--- src/rtl/msd_pkg.sv ---
// ----------------------------------------------------------------------------
// msd_pkg
// Shared types, constants and the code book of the Morse signal decoder.
// ----------------------------------------------------------------------------
package msd_pkg;

	localparam int TICK_W         = 24;
	localparam int CFG_IDX_W      = 2;
	localparam int CHAR_W         = 7;
	localparam int CODE_W         = 7;
	localparam int LEN_W          = 3;
	localparam int MAX_SYMBOLS_DEF  = 512;
	localparam int MAX_CODE_LEN_DEF = 7;

	localparam logic [CHAR_W-1:0] CHAR_UNKNOWN = 7'h3F;
	localparam logic [CHAR_W-1:0] CHAR_SPACE   = 7'h20;

	typedef enum logic [CFG_IDX_W-1:0] {
		CFG_DOT_TICKS    = 2'd0,
		CFG_LETTER_GAP   = 2'd1,
		CFG_WORD_GAP     = 2'd2
	} cfg_reg_t;

	typedef enum logic {
		OP_SAMPLE = 1'b0,
		OP_CLEAR  = 1'b1
	} op_t;

	typedef struct packed {
		logic [CHAR_W-1:0] char_code;
		logic              last;
	} msd_res_t;

	// Look up a finished letter: dashes are 1, first symbol in the top used bit.
	function automatic logic [CHAR_W-1:0] code_lookup(input logic [LEN_W-1:0] len,
			input logic [CODE_W-1:0] bits);
		logic [CHAR_W-1:0] ch;
		ch = CHAR_UNKNOWN;
		unique case ({len, bits})
			{3'd2, 7'd1}:  ch = 7'h41; // A
			{3'd4, 7'd8}:  ch = 7'h42; // B
			{3'd4, 7'd10}: ch = 7'h43; // C
			{3'd3, 7'd4}:  ch = 7'h44; // D
			{3'd1, 7'd0}:  ch = 7'h45; // E
			{3'd4, 7'd2}:  ch = 7'h46; // F
			{3'd3, 7'd6}:  ch = 7'h47; // G
			{3'd4, 7'd0}:  ch = 7'h48; // H
			{3'd2, 7'd0}:  ch = 7'h49; // I
			{3'd4, 7'd7}:  ch = 7'h4A; // J
			{3'd3, 7'd5}:  ch = 7'h4B; // K
			{3'd4, 7'd4}:  ch = 7'h4C; // L
			{3'd2, 7'd3}:  ch = 7'h4D; // M
			{3'd2, 7'd2}:  ch = 7'h4E; // N
			{3'd3, 7'd7}:  ch = 7'h4F; // O
			{3'd4, 7'd6}:  ch = 7'h50; // P
			{3'd4, 7'd13}: ch = 7'h51; // Q
			{3'd3, 7'd2}:  ch = 7'h52; // R
			{3'd3, 7'd0}:  ch = 7'h53; // S
			{3'd1, 7'd1}:  ch = 7'h54; // T
			{3'd3, 7'd1}:  ch = 7'h55; // U
			{3'd4, 7'd1}:  ch = 7'h56; // V
			{3'd3, 7'd3}:  ch = 7'h57; // W
			{3'd4, 7'd9}:  ch = 7'h58; // X
			{3'd4, 7'd11}: ch = 7'h59; // Y
			{3'd4, 7'd12}: ch = 7'h5A; // Z
			{3'd5, 7'd15}: ch = 7'h31; // 1
			{3'd5, 7'd7}:  ch = 7'h32; // 2
			{3'd5, 7'd3}:  ch = 7'h33; // 3
			{3'd5, 7'd1}:  ch = 7'h34; // 4
			{3'd5, 7'd0}:  ch = 7'h35; // 5
			{3'd5, 7'd16}: ch = 7'h36; // 6
			{3'd5, 7'd24}: ch = 7'h37; // 7
			{3'd5, 7'd28}: ch = 7'h38; // 8
			{3'd5, 7'd30}: ch = 7'h39; // 9
			{3'd5, 7'd31}: ch = 7'h30; // 0
			{3'd6, 7'd21}: ch = 7'h2E; // period
			{3'd6, 7'd51}: ch = 7'h2C; // comma
			{3'd6, 7'd12}: ch = 7'h3F; // question mark
			{3'd6, 7'd30}: ch = 7'h27; // apostrophe
			{3'd6, 7'd43}: ch = 7'h21; // exclamation
			{3'd5, 7'd18}: ch = 7'h2F; // slash
			{3'd5, 7'd22}: ch = 7'h28; // open paren
			{3'd6, 7'd45}: ch = 7'h29; // close paren
			{3'd5, 7'd8}:  ch = 7'h26; // ampersand
			{3'd6, 7'd56}: ch = 7'h3A; // colon
			{3'd6, 7'd42}: ch = 7'h3B; // semicolon
			{3'd5, 7'd17}: ch = 7'h3D; // equals
			{3'd5, 7'd10}: ch = 7'h2B; // plus
			{3'd6, 7'd33}: ch = 7'h2D; // hyphen
			{3'd6, 7'd13}: ch = 7'h5F; // underscore
			{3'd6, 7'd18}: ch = 7'h22; // double quote
			{3'd7, 7'd9}:  ch = 7'h24; // dollar
			{3'd6, 7'd26}: ch = 7'h40; // at sign
			default:       ch = CHAR_UNKNOWN;
		endcase
		return ch;
	endfunction

endpackage

--- src/rtl/msd_sample_if.sv ---
// ----------------------------------------------------------------------------
// msd_sample_if
// Keying-line sample channel: valid/ready handshake with op and level.
// ----------------------------------------------------------------------------
interface msd_sample_if;
	logic valid;
	logic ready;
	logic op;
	logic level;

	modport source (output valid, output op, output level, input ready);
	modport sink (input valid, input op, input level, output ready);
endinterface

--- src/rtl/msd_text_if.sv ---
// ----------------------------------------------------------------------------
// msd_text_if
// Decoded text channel: valid/ready handshake with char_code and last.
// ----------------------------------------------------------------------------
interface msd_text_if;
	logic       valid;
	logic       ready;
	logic [6:0] char_code;
	logic       last;

	modport source (output valid, output char_code, output last, input ready);
	modport sink (input valid, input char_code, input last, output ready);
endinterface

--- src/rtl/morse_signal_decoder_unit.sv ---
// ----------------------------------------------------------------------------
// morse_signal_decoder_unit
// Decodes a sampled Morse keying line into ASCII characters.
// ----------------------------------------------------------------------------
// Usage:
//   sample : one beat per tick, op selects a line sample or a text clear,
//            level is the keying line (1 = mark).
//   text   : decoded characters; a word end may give a letter and a space,
//            last marks the final beat caused by one sample.
//   cfg_*  : write port for dot_ticks, letter_gap_ticks and word_gap_ticks;
//            write only while no sample is in flight.
// Timing: a sample is registered on acceptance and, once the queue has
// room, decoded from that register straight into a four-entry result
// queue, from which its first character is offered. One sample is taken
// every cycle as long as the queue has room for two more beats; the text
// side drains one beat per cycle while the receiver is ready, so a stream
// that yields a character and a space per sample is paced by the text side.
// Reset clears all line and text state and loads the default thresholds.
// When the text receiver stalls, the queue fills and sample.ready drops
// until it has room again; nothing is lost.
// ----------------------------------------------------------------------------
module morse_signal_decoder_unit #(
	parameter int MAX_SYMBOLS  = msd_pkg::MAX_SYMBOLS_DEF,
	parameter int MAX_CODE_LEN = msd_pkg::MAX_CODE_LEN_DEF
) (
	input  logic                          clk,
	input  logic                          arst_n,
	msd_sample_if.sink                    sample,
	msd_text_if.source                    text,
	input  logic                          cfg_we,
	input  logic [msd_pkg::CFG_IDX_W-1:0] cfg_index,
	input  logic [msd_pkg::TICK_W-1:0]    cfg_data
);
	import msd_pkg::*;

	localparam int SYM_W   = $clog2(MAX_SYMBOLS + 1);
	localparam int Q_DEPTH = 4;
	localparam int PTR_W   = $clog2(Q_DEPTH);
	localparam int CNT_W   = $clog2(Q_DEPTH + 1);

	// configuration
	logic [TICK_W-1:0] dot_ticks_q, letter_gap_q, word_gap_q;

	// input register
	logic valid_s1, op_s1, level_s1;

	// decoder state
	logic              started_q, prev_level_q;
	logic [TICK_W-1:0] run_ticks_q;
	logic [CODE_W-1:0] letter_bits_q;
	logic [LEN_W-1:0]  letter_len_q;
	logic              overlong_q, text_started_q;
	logic [SYM_W-1:0]  symbol_count_q;

	// result queue
	msd_res_t          queue_q [Q_DEPTH];
	logic [PTR_W-1:0]  wr_ptr_q, rd_ptr_q;
	logic [CNT_W-1:0]  cnt_q;

	logic              fire, pop, room;
	logic [TICK_W-1:0] run_inc;
	logic              changed, cap_ok, is_clear;
	logic              mark_end, word_end, letter_end;
	logic              pending, emit_letter, emit_space;
	logic              dash;
	logic [CHAR_W-1:0] letter_char;
	msd_res_t          res0, res1;
	logic [1:0]        n_res;

	assign room   = (cnt_q <= CNT_W'(Q_DEPTH - 2));
	assign fire   = valid_s1 && room;
	assign pop    = text.valid && text.ready;
	assign sample.ready = !valid_s1 || fire;

	assign text.valid     = (cnt_q != '0);
	assign text.char_code = queue_q[rd_ptr_q].char_code;
	assign text.last      = queue_q[rd_ptr_q].last;

	always_ff @(posedge clk or negedge arst_n) begin
		if (!arst_n) begin
			dot_ticks_q  <= TICK_W'(1000);
			letter_gap_q <= TICK_W'(1000);
			word_gap_q   <= TICK_W'(2000);
		end else if (cfg_we) begin
			unique case (cfg_index)
				CFG_DOT_TICKS:  dot_ticks_q  <= cfg_data;
				CFG_LETTER_GAP: letter_gap_q <= cfg_data;
				CFG_WORD_GAP:   word_gap_q   <= cfg_data;
				default: ; // drop writes to unused indexes
			endcase
		end
	end

	always_ff @(posedge clk or negedge arst_n) begin
		if (!arst_n) begin
			valid_s1 <= 1'b0;
		end else if (sample.ready) begin
			valid_s1 <= sample.valid;
		end
	end

	always_ff @(posedge clk) begin
		if (sample.ready && sample.valid) begin
			op_s1    <= sample.op;
			level_s1 <= sample.level;
		end
	end

	// decode of the registered sample
	always_comb begin
		is_clear    = (op_s1 == OP_CLEAR);
		run_inc     = (run_ticks_q == '1) ? run_ticks_q : run_ticks_q + TICK_W'(1);
		changed     = !is_clear && started_q && (level_s1 != prev_level_q);
		cap_ok      = (symbol_count_q < SYM_W'(MAX_SYMBOLS));
		mark_end    = changed && prev_level_q && cap_ok;
		word_end    = changed && !prev_level_q && (run_inc > word_gap_q) && cap_ok;
		letter_end  = changed && !prev_level_q && !(run_inc > word_gap_q)
			&& (run_inc > letter_gap_q) && cap_ok;
		dash        = !(run_inc < dot_ticks_q);
		pending     = (letter_len_q != '0) || overlong_q;
		letter_char = overlong_q ? CHAR_UNKNOWN : code_lookup(letter_len_q, letter_bits_q);
		emit_letter = (word_end || letter_end) && pending;
		emit_space  = word_end && (text_started_q || pending);
		n_res       = {1'b0, emit_letter} + {1'b0, emit_space};
		res1        = msd_res_t'{char_code: CHAR_SPACE, last: 1'b1};
		res0        = emit_letter ? msd_res_t'{char_code: letter_char, last: !emit_space}
			: res1;
	end

	always_ff @(posedge clk or negedge arst_n) begin
		if (!arst_n) begin
			started_q      <= 1'b0;
			prev_level_q   <= 1'b0;
			run_ticks_q    <= '0;
			letter_bits_q  <= '0;
			letter_len_q   <= '0;
			overlong_q     <= 1'b0;
			text_started_q <= 1'b0;
			symbol_count_q <= '0;
		end else if (fire) begin
			priority if (is_clear) begin
				letter_bits_q  <= '0;
				letter_len_q   <= '0;
				overlong_q     <= 1'b0;
				text_started_q <= 1'b0;
				symbol_count_q <= '0;
			end else if (!started_q) begin
				started_q    <= 1'b1;
				prev_level_q <= level_s1;
				run_ticks_q  <= '0;
			end else if (!changed) begin
				run_ticks_q <= run_inc;
			end else begin
				run_ticks_q  <= '0;
				prev_level_q <= level_s1;
				if (mark_end || word_end || letter_end) begin
					symbol_count_q <= symbol_count_q + SYM_W'(1);
				end
				if (mark_end) begin
					if (letter_len_q < LEN_W'(MAX_CODE_LEN)) begin
						letter_bits_q <= {letter_bits_q[CODE_W-2:0], dash};
						letter_len_q  <= letter_len_q + LEN_W'(1);
					end else begin
						overlong_q <= 1'b1;
					end
				end
				if (word_end || letter_end) begin
					letter_bits_q <= '0;
					letter_len_q  <= '0;
					overlong_q    <= 1'b0;
				end
				if (emit_letter || emit_space) begin
					text_started_q <= 1'b1;
				end
			end
		end
	end

	// result queue
	always_ff @(posedge clk or negedge arst_n) begin
		if (!arst_n) begin
			wr_ptr_q <= '0;
			rd_ptr_q <= '0;
			cnt_q    <= '0;
		end else begin
			if (fire) begin
				wr_ptr_q <= wr_ptr_q + PTR_W'(n_res);
			end
			if (pop) begin
				rd_ptr_q <= rd_ptr_q + PTR_W'(1);
			end
			cnt_q <= cnt_q + (fire ? CNT_W'(n_res) : CNT_W'(0)) - CNT_W'(pop);
		end
	end

	always_ff @(posedge clk) begin
		if (fire && (n_res != 2'd0)) begin
			queue_q[wr_ptr_q] <= res0;
		end
		if (fire && (n_res == 2'd2)) begin
			queue_q[wr_ptr_q + PTR_W'(1)] <= res1;
		end
	end

	a_queue_bound: assert property (@(posedge clk) disable iff (!arst_n)
		cnt_q <= CNT_W'(Q_DEPTH))
		else $error("result queue overflow");

	a_letter_len: assert property (@(posedge clk) disable iff (!arst_n)
		letter_len_q <= LEN_W'(MAX_CODE_LEN))
		else $error("pending letter longer than the code limit");

	a_symbol_cap: assert property (@(posedge clk) disable iff (!arst_n)
		symbol_count_q <= SYM_W'(MAX_SYMBOLS))
		else $error("symbol count past its cap");

	a_clear_silent: assert property (@(posedge clk) disable iff (!arst_n)
		fire && is_clear |=> cnt_q <= $past(cnt_q))
		else $error("clear beat produced a result");

	a_no_push_blocked: assert property (@(posedge clk) disable iff (!arst_n)
		valid_s1 && !room |=> $stable(wr_ptr_q))
		else $error("result written without queue room");

endmodule
--- src/flat_wrapper.sv ---
// flat-port wrapper written by rule: the top's interface ports become plain ports
module morse_signal_decoder_unit_flat import msd_pkg::*;
#(
	parameter int MAX_SYMBOLS  = msd_pkg::MAX_SYMBOLS_DEF,
	parameter int MAX_CODE_LEN = msd_pkg::MAX_CODE_LEN_DEF
)
  (clk, arst_n, cfg_we, cfg_index, cfg_data, sample_valid, sample_op, sample_level, sample_ready, text_valid, text_char_code, text_last, text_ready);
  msd_sample_if sample_i ();
  msd_text_if text_i ();
  input  logic clk;
  input  logic arst_n;
  input  logic cfg_we;
  input  logic [msd_pkg::CFG_IDX_W-1:0] cfg_index;
  input  logic [msd_pkg::TICK_W-1:0] cfg_data;
  input wire logic [$bits(sample_i.valid)-1:0] sample_valid;
  input wire logic [$bits(sample_i.op)-1:0] sample_op;
  input wire logic [$bits(sample_i.level)-1:0] sample_level;
  output wire logic [$bits(sample_i.ready)-1:0] sample_ready;
  output wire logic [$bits(text_i.valid)-1:0] text_valid;
  output wire logic [$bits(text_i.char_code)-1:0] text_char_code;
  output wire logic [$bits(text_i.last)-1:0] text_last;
  input wire logic [$bits(text_i.ready)-1:0] text_ready;
  assign sample_i.valid = sample_valid;
  assign sample_i.op = sample_op;
  assign sample_i.level = sample_level;
  assign sample_ready = sample_i.ready;
  assign text_valid = text_i.valid;
  assign text_char_code = text_i.char_code;
  assign text_last = text_i.last;
  assign text_i.ready = text_ready;
  morse_signal_decoder_unit #(.MAX_SYMBOLS(MAX_SYMBOLS), .MAX_CODE_LEN(MAX_CODE_LEN)) u_core (.clk(clk), .arst_n(arst_n), .sample(sample_i), .text(text_i), .cfg_we(cfg_we), .cfg_index(cfg_index), .cfg_data(cfg_data));
endmodule
--- config.mk ---
export PLATFORM = sky130hd
export DESIGN_NAME = morse_signal_decoder_unit_flat
export DESIGN_NICKNAME = d
export VERILOG_FILES = /design/src/rtl/msd_pkg.sv /design/src/rtl/msd_sample_if.sv /design/src/rtl/msd_text_if.sv /design/src/rtl/morse_signal_decoder_unit.sv /design/src/flat_wrapper.sv
export SDC_FILE = /design/constraint.sdc
export NUM_CORES = 1
export LEC_CHECK = 0
export ABC_AREA = 1
export BUFFER_PORTS_ARGS = -buffer_cell sky130_fd_sc_hd__clkbuf_2
export CAP_MARGIN = 5
export CORE_ASPECT_RATIO = 2
export CORE_MARGIN = 1
export CORE_UTILIZATION = 25
export CTS_BUF_LIST = sky130_fd_sc_hd__clkbuf_2
export CTS_CLUSTER_SIZE = 30
export DETAILED_ROUTE_END_ITERATION = 12
export GPL_TIMING_DRIVEN = 0
export PLACE_DENSITY = 0.49
export REMOVE_ABC_BUFFERS = 1
export SYNTH_ARGS = -nofsm -noshare
export SYNTH_HDL_FRONTEND = slang
export SYNTH_SLANG_ARGS = --single-unit
--- constraint.sdc ---
create_clock -name clk -period 4.19 [get_ports clk]
set_input_delay 0.6285 -clock clk [delete_from_list [all_inputs] [get_ports clk]]
set_output_delay 0.6285 -clock clk [all_outputs]
set_load 0.01 [all_outputs]
==> results_dict.tcl <==
set metrics [dict create \
    ios 43 \
    pre_cts_ws_ns -1.84 \
    synthTopCellsByArea "dfrtp_1, nand2_1, ha_1" \
    rsz0062_at_grt "yes" \
    grt-ovfl-total 0 \
    r2r_start "u_core.run_ticks_q[1]$_DFFE_PN0P_" \
    synth_seq_cells 162 \
    synth_edf_count 2 \
    p_leak_uw 0.00603 \
    first_global_vias 9332 \
    dr.first_iter.drc_count 386 \
    chipHeight_um 288 \
    start_util_pct 25.4 \
    rows 104 \
    fin_nets 1575 \
    setup_viol_count_final 27 \
    clock-sinks 162 \
    area_growth_pct 23.9 \
    die_area_sq_mm 0.0417 \
    multi_input_area_sq_mm 0.00599 \
    skew_ns 0.0563 \
    vias 9127 \
    hold_end "u_core.word_gap_q[2]$_DFFE_PN0P_" \
    slew_viol_final 0 \
    clock.fmax_mhz 228 \
    cts_buffers 17 \
    die_w_um 145 \
    wirelength_um 30700 \
    critPathMaxStageDelay_ns 0.49 \
    clock_tree.root_cell "clkbuf_2" \
    cp.required_ns 4.94 \
    yosysTopAreaCell "dfrtp_1" \
    hold_path_depth 3 \
    wl_per_cell_um 15.3 \
    final_hold_viol_count 0 \
    gp_congestion 0.921 \
    portBuffers 42 \
    synth-seq-area-share_pct 38.5 \
    tritoncts "yes" \
    endpoint_kind "register" \
    ys.flop_type "dfrtp_1" \
    coreArea_sq_mm 0.0402 \
    avgSynthCellArea_sq_um 7.60 \
    critPathLaunchType "register" \
    avgViaCountPerCell 4.56 \
    r2r_cells 27 \
    hold_path_class "in -> reg" \
    synth_most_common_cell "nand2_1" \
    min-delay-start "cfg_data[2]" \
    htree_levels 4 \
    cp.arrival_ns 5.13 \
    postSynthCellCount 1343 \
    synth_top_cell_area_share_pct 27.0 \
    dp_hpwl_um 23400 \
    utilization_pct 31.4 \
    synth_warnings 0 \
    relSlewSlack_pct 42.1 \
    track_usage_pct 15.6 \
    grt_max_degree 107 \
    clockBufferDepth 2 \
    drive_gt1_share_pct 22.4 \
    vdd_drop_max_mv 0.175 \
    clkTransAtPathRegs_ns 0.29 \
    regToRegSetupSlack_ns -0.19 \
    finalCritPeriodShare_pct 104 \
    netlist_area_sq_mm 0.0102 \
    path_class "reg -> reg" \
    grt_pass1_wl_um 48600 \
    crit_fanout 5 \
    synth_cell_types 55 \
    min_period_ns 4.38 \
    worst_slack_ns -0.187 \
    cap_violations 0 \
    worst_pin_slew_ns 0.868 \
    antenna_found_initial 2 \
    slowest_stage "dfrtp_1" \
    r2r-end "u_core.cnt_q[1]$_DFF_PN0_" \
    drc_errors 0 \
    drtPass1Iterations 4 \
    register_area_sq_mm 0.00393 \
    ant_nets 0 \
    status "complete, but fails checks" \
    synth_common_cells "nand2_1, inv_1, o21ai_0, dfrtp_1, nor2_1" \
    synthArstFlopShare_pct 79.0 \
    violations "setup timing" \
    fill_cells 4305 \
    powerDensity_mw_per_mm2 359 \
    clk_latency_ns 0.86 \
]
==> through the flow <==
stage	hold WS [ns]	cell area (sq um)	power, uW	setup TNS, ns	cells
5_1_grt	0.0338	12600	4910	-10.14	2003
4_1_cts	0.0145	12400	4590	-6.07	1984
6_report	0.0976	12600	4530	-1.27	2003
3_3_place_gp	0.451	10900	3460	-67.18	1885
2_1_floorplan	0.333	10100	2950	-1.73	1313
3_5_place_dp	0.460	11100	3490	-70.06	1889
==> cells by family after synthesis <==
family / after synthesis / share of synthesized area (%)
and+or+nand+nor: 556 / 24.9
AOI/OAI and AO/OA: 278 / 14.8
buffers and inverters: 232 / 8.73
DFF: 162 / 38.5
adders and majority gates: 84 / 10.4
xor gates and xnor gates: 31 / 2.74
==> state kept, by name (all words and copies together) (netlist names), 2 cells and up <==
register,count
u_core.run_ticks_q,24
u_core.dot_ticks_q,24
u_core.wr_ptr_q,2
u_core.rd_ptr_q,2
u_core.word_gap_q,24
u_core.letter_len_q,3
u_core.symbol_count_q,10
u_core.letter_gap_q,24
u_core.cnt_q,3
u_core.letter_bits_q,7
u_core.queue_q,32
==> critical path: cells and delay by family, from the launching register on <==
kind            cells  cell delay [ns]
fa+ha+maj           5             1.38
simple gates       13             1.29
compound gates      4             0.59
flops               1             0.49
buf+inv             4             0.33
xor+xnor            1             0.23
==> layout by cell type (no fill, tap or decap), types with 4 or more instances in the layout <==
cell / count
a21oi_1: 59
a21oi_2: 12
a22o_1: 6
buf_4: 40
buf_6: 10
clkbuf_2: 58
dfrtp_1: 108
dfstp_2: 18
dfxtp_1: 32
dlygate4sd3_1: 29
ha_1: 71
ha_4: 9
inv_1: 170
inv_2: 28
inv_6: 7
inv_8: 4
nand2_1: 262
nand2_2: 29
nand2_4: 7
nand3_1: 54
nand3_2: 5
nand4_1: 14
nor2_1: 92
nor2_2: 27
nor2_4: 21
nor3_1: 16
nor3_4: 10
nor3b_1: 5
o211ai_1: 5
o21ai_0: 151
o21ai_1: 11
o21ai_2: 4
o22ai_1: 14
xor2_1: 19
xor2_2: 4
==> power by group <==
group,total [uW],switching [uW],internal (uW)
Sequential,1940,176,1770
Clock,968,704,264
Combinational,1620,1060,560
Total,4530,1940,2590
==> cell type report <==
class,count,area share (%)
multi-input cells,949,47.4
flip-flops and latches,162,31.1
repair buffers,126,8.05
inverters,202,6.09
well taps,530,5.25
clock inverters,15,1.45
clock buffers,17,0.673
diodes,2,0.0396
==> timing repair <==
action / CTS / global route
pin swaps: 44 / 33
hold buffers: 29 / 0
gates resized for setup: 121 / 24
setup buffers: 39 / 16
endpoints found under the setup margin: 58 / 57
gates cloned: 0 / 1
endpoints found under the hold margin: 187 / 0
==> layer usage <==
layer / vias up / track usage [%] / wire length [um]
met5: - / 0 / 0
met4: 0 / 7.61 / 1310
met3: 59 / 2.30 / 674
met2: 136 / 32.3 / 18400
met1: 4314 / 13.8 / 10400
li1: 4618 / - / -
==> how the worst max path moves through the flow <==
| stage | startpoint | to | slack (ns) | cells past startpoint |
|---|---|---|---|---|
| floorplan | u_core.run_ticks_q[0]$_DFFE_PN0P_ | u_core.queue_q[0][0]$_SDFFE_PP1P_ | -0.15 | 29 |
| global placement | u_core.run_ticks_q[0]$_DFFE_PN0P_ | u_core.queue_q[0][0]$_SDFFE_PP1P_ | -1.76 | 29 |
| detailed placement | u_core.run_ticks_q[0]$_DFFE_PN0P_ | u_core.queue_q[3][0]$_SDFFE_PP1P_ | -1.84 | 29 |
| CTS | u_core.run_ticks_q[0]$_DFFE_PN0P_ | u_core.cnt_q[1]$_DFF_PN0_ | -0.27 | 28 |
| global route | u_core.run_ticks_q[1]$_DFFE_PN0P_ | u_core.cnt_q[1]$_DFF_PN0_ | -0.38 | 27 |
| finish | u_core.run_ticks_q[1]$_DFFE_PN0P_ | u_core.cnt_q[1]$_DFF_PN0_ | -0.19 | 27 |
Power figures use the tool's default switching activity.
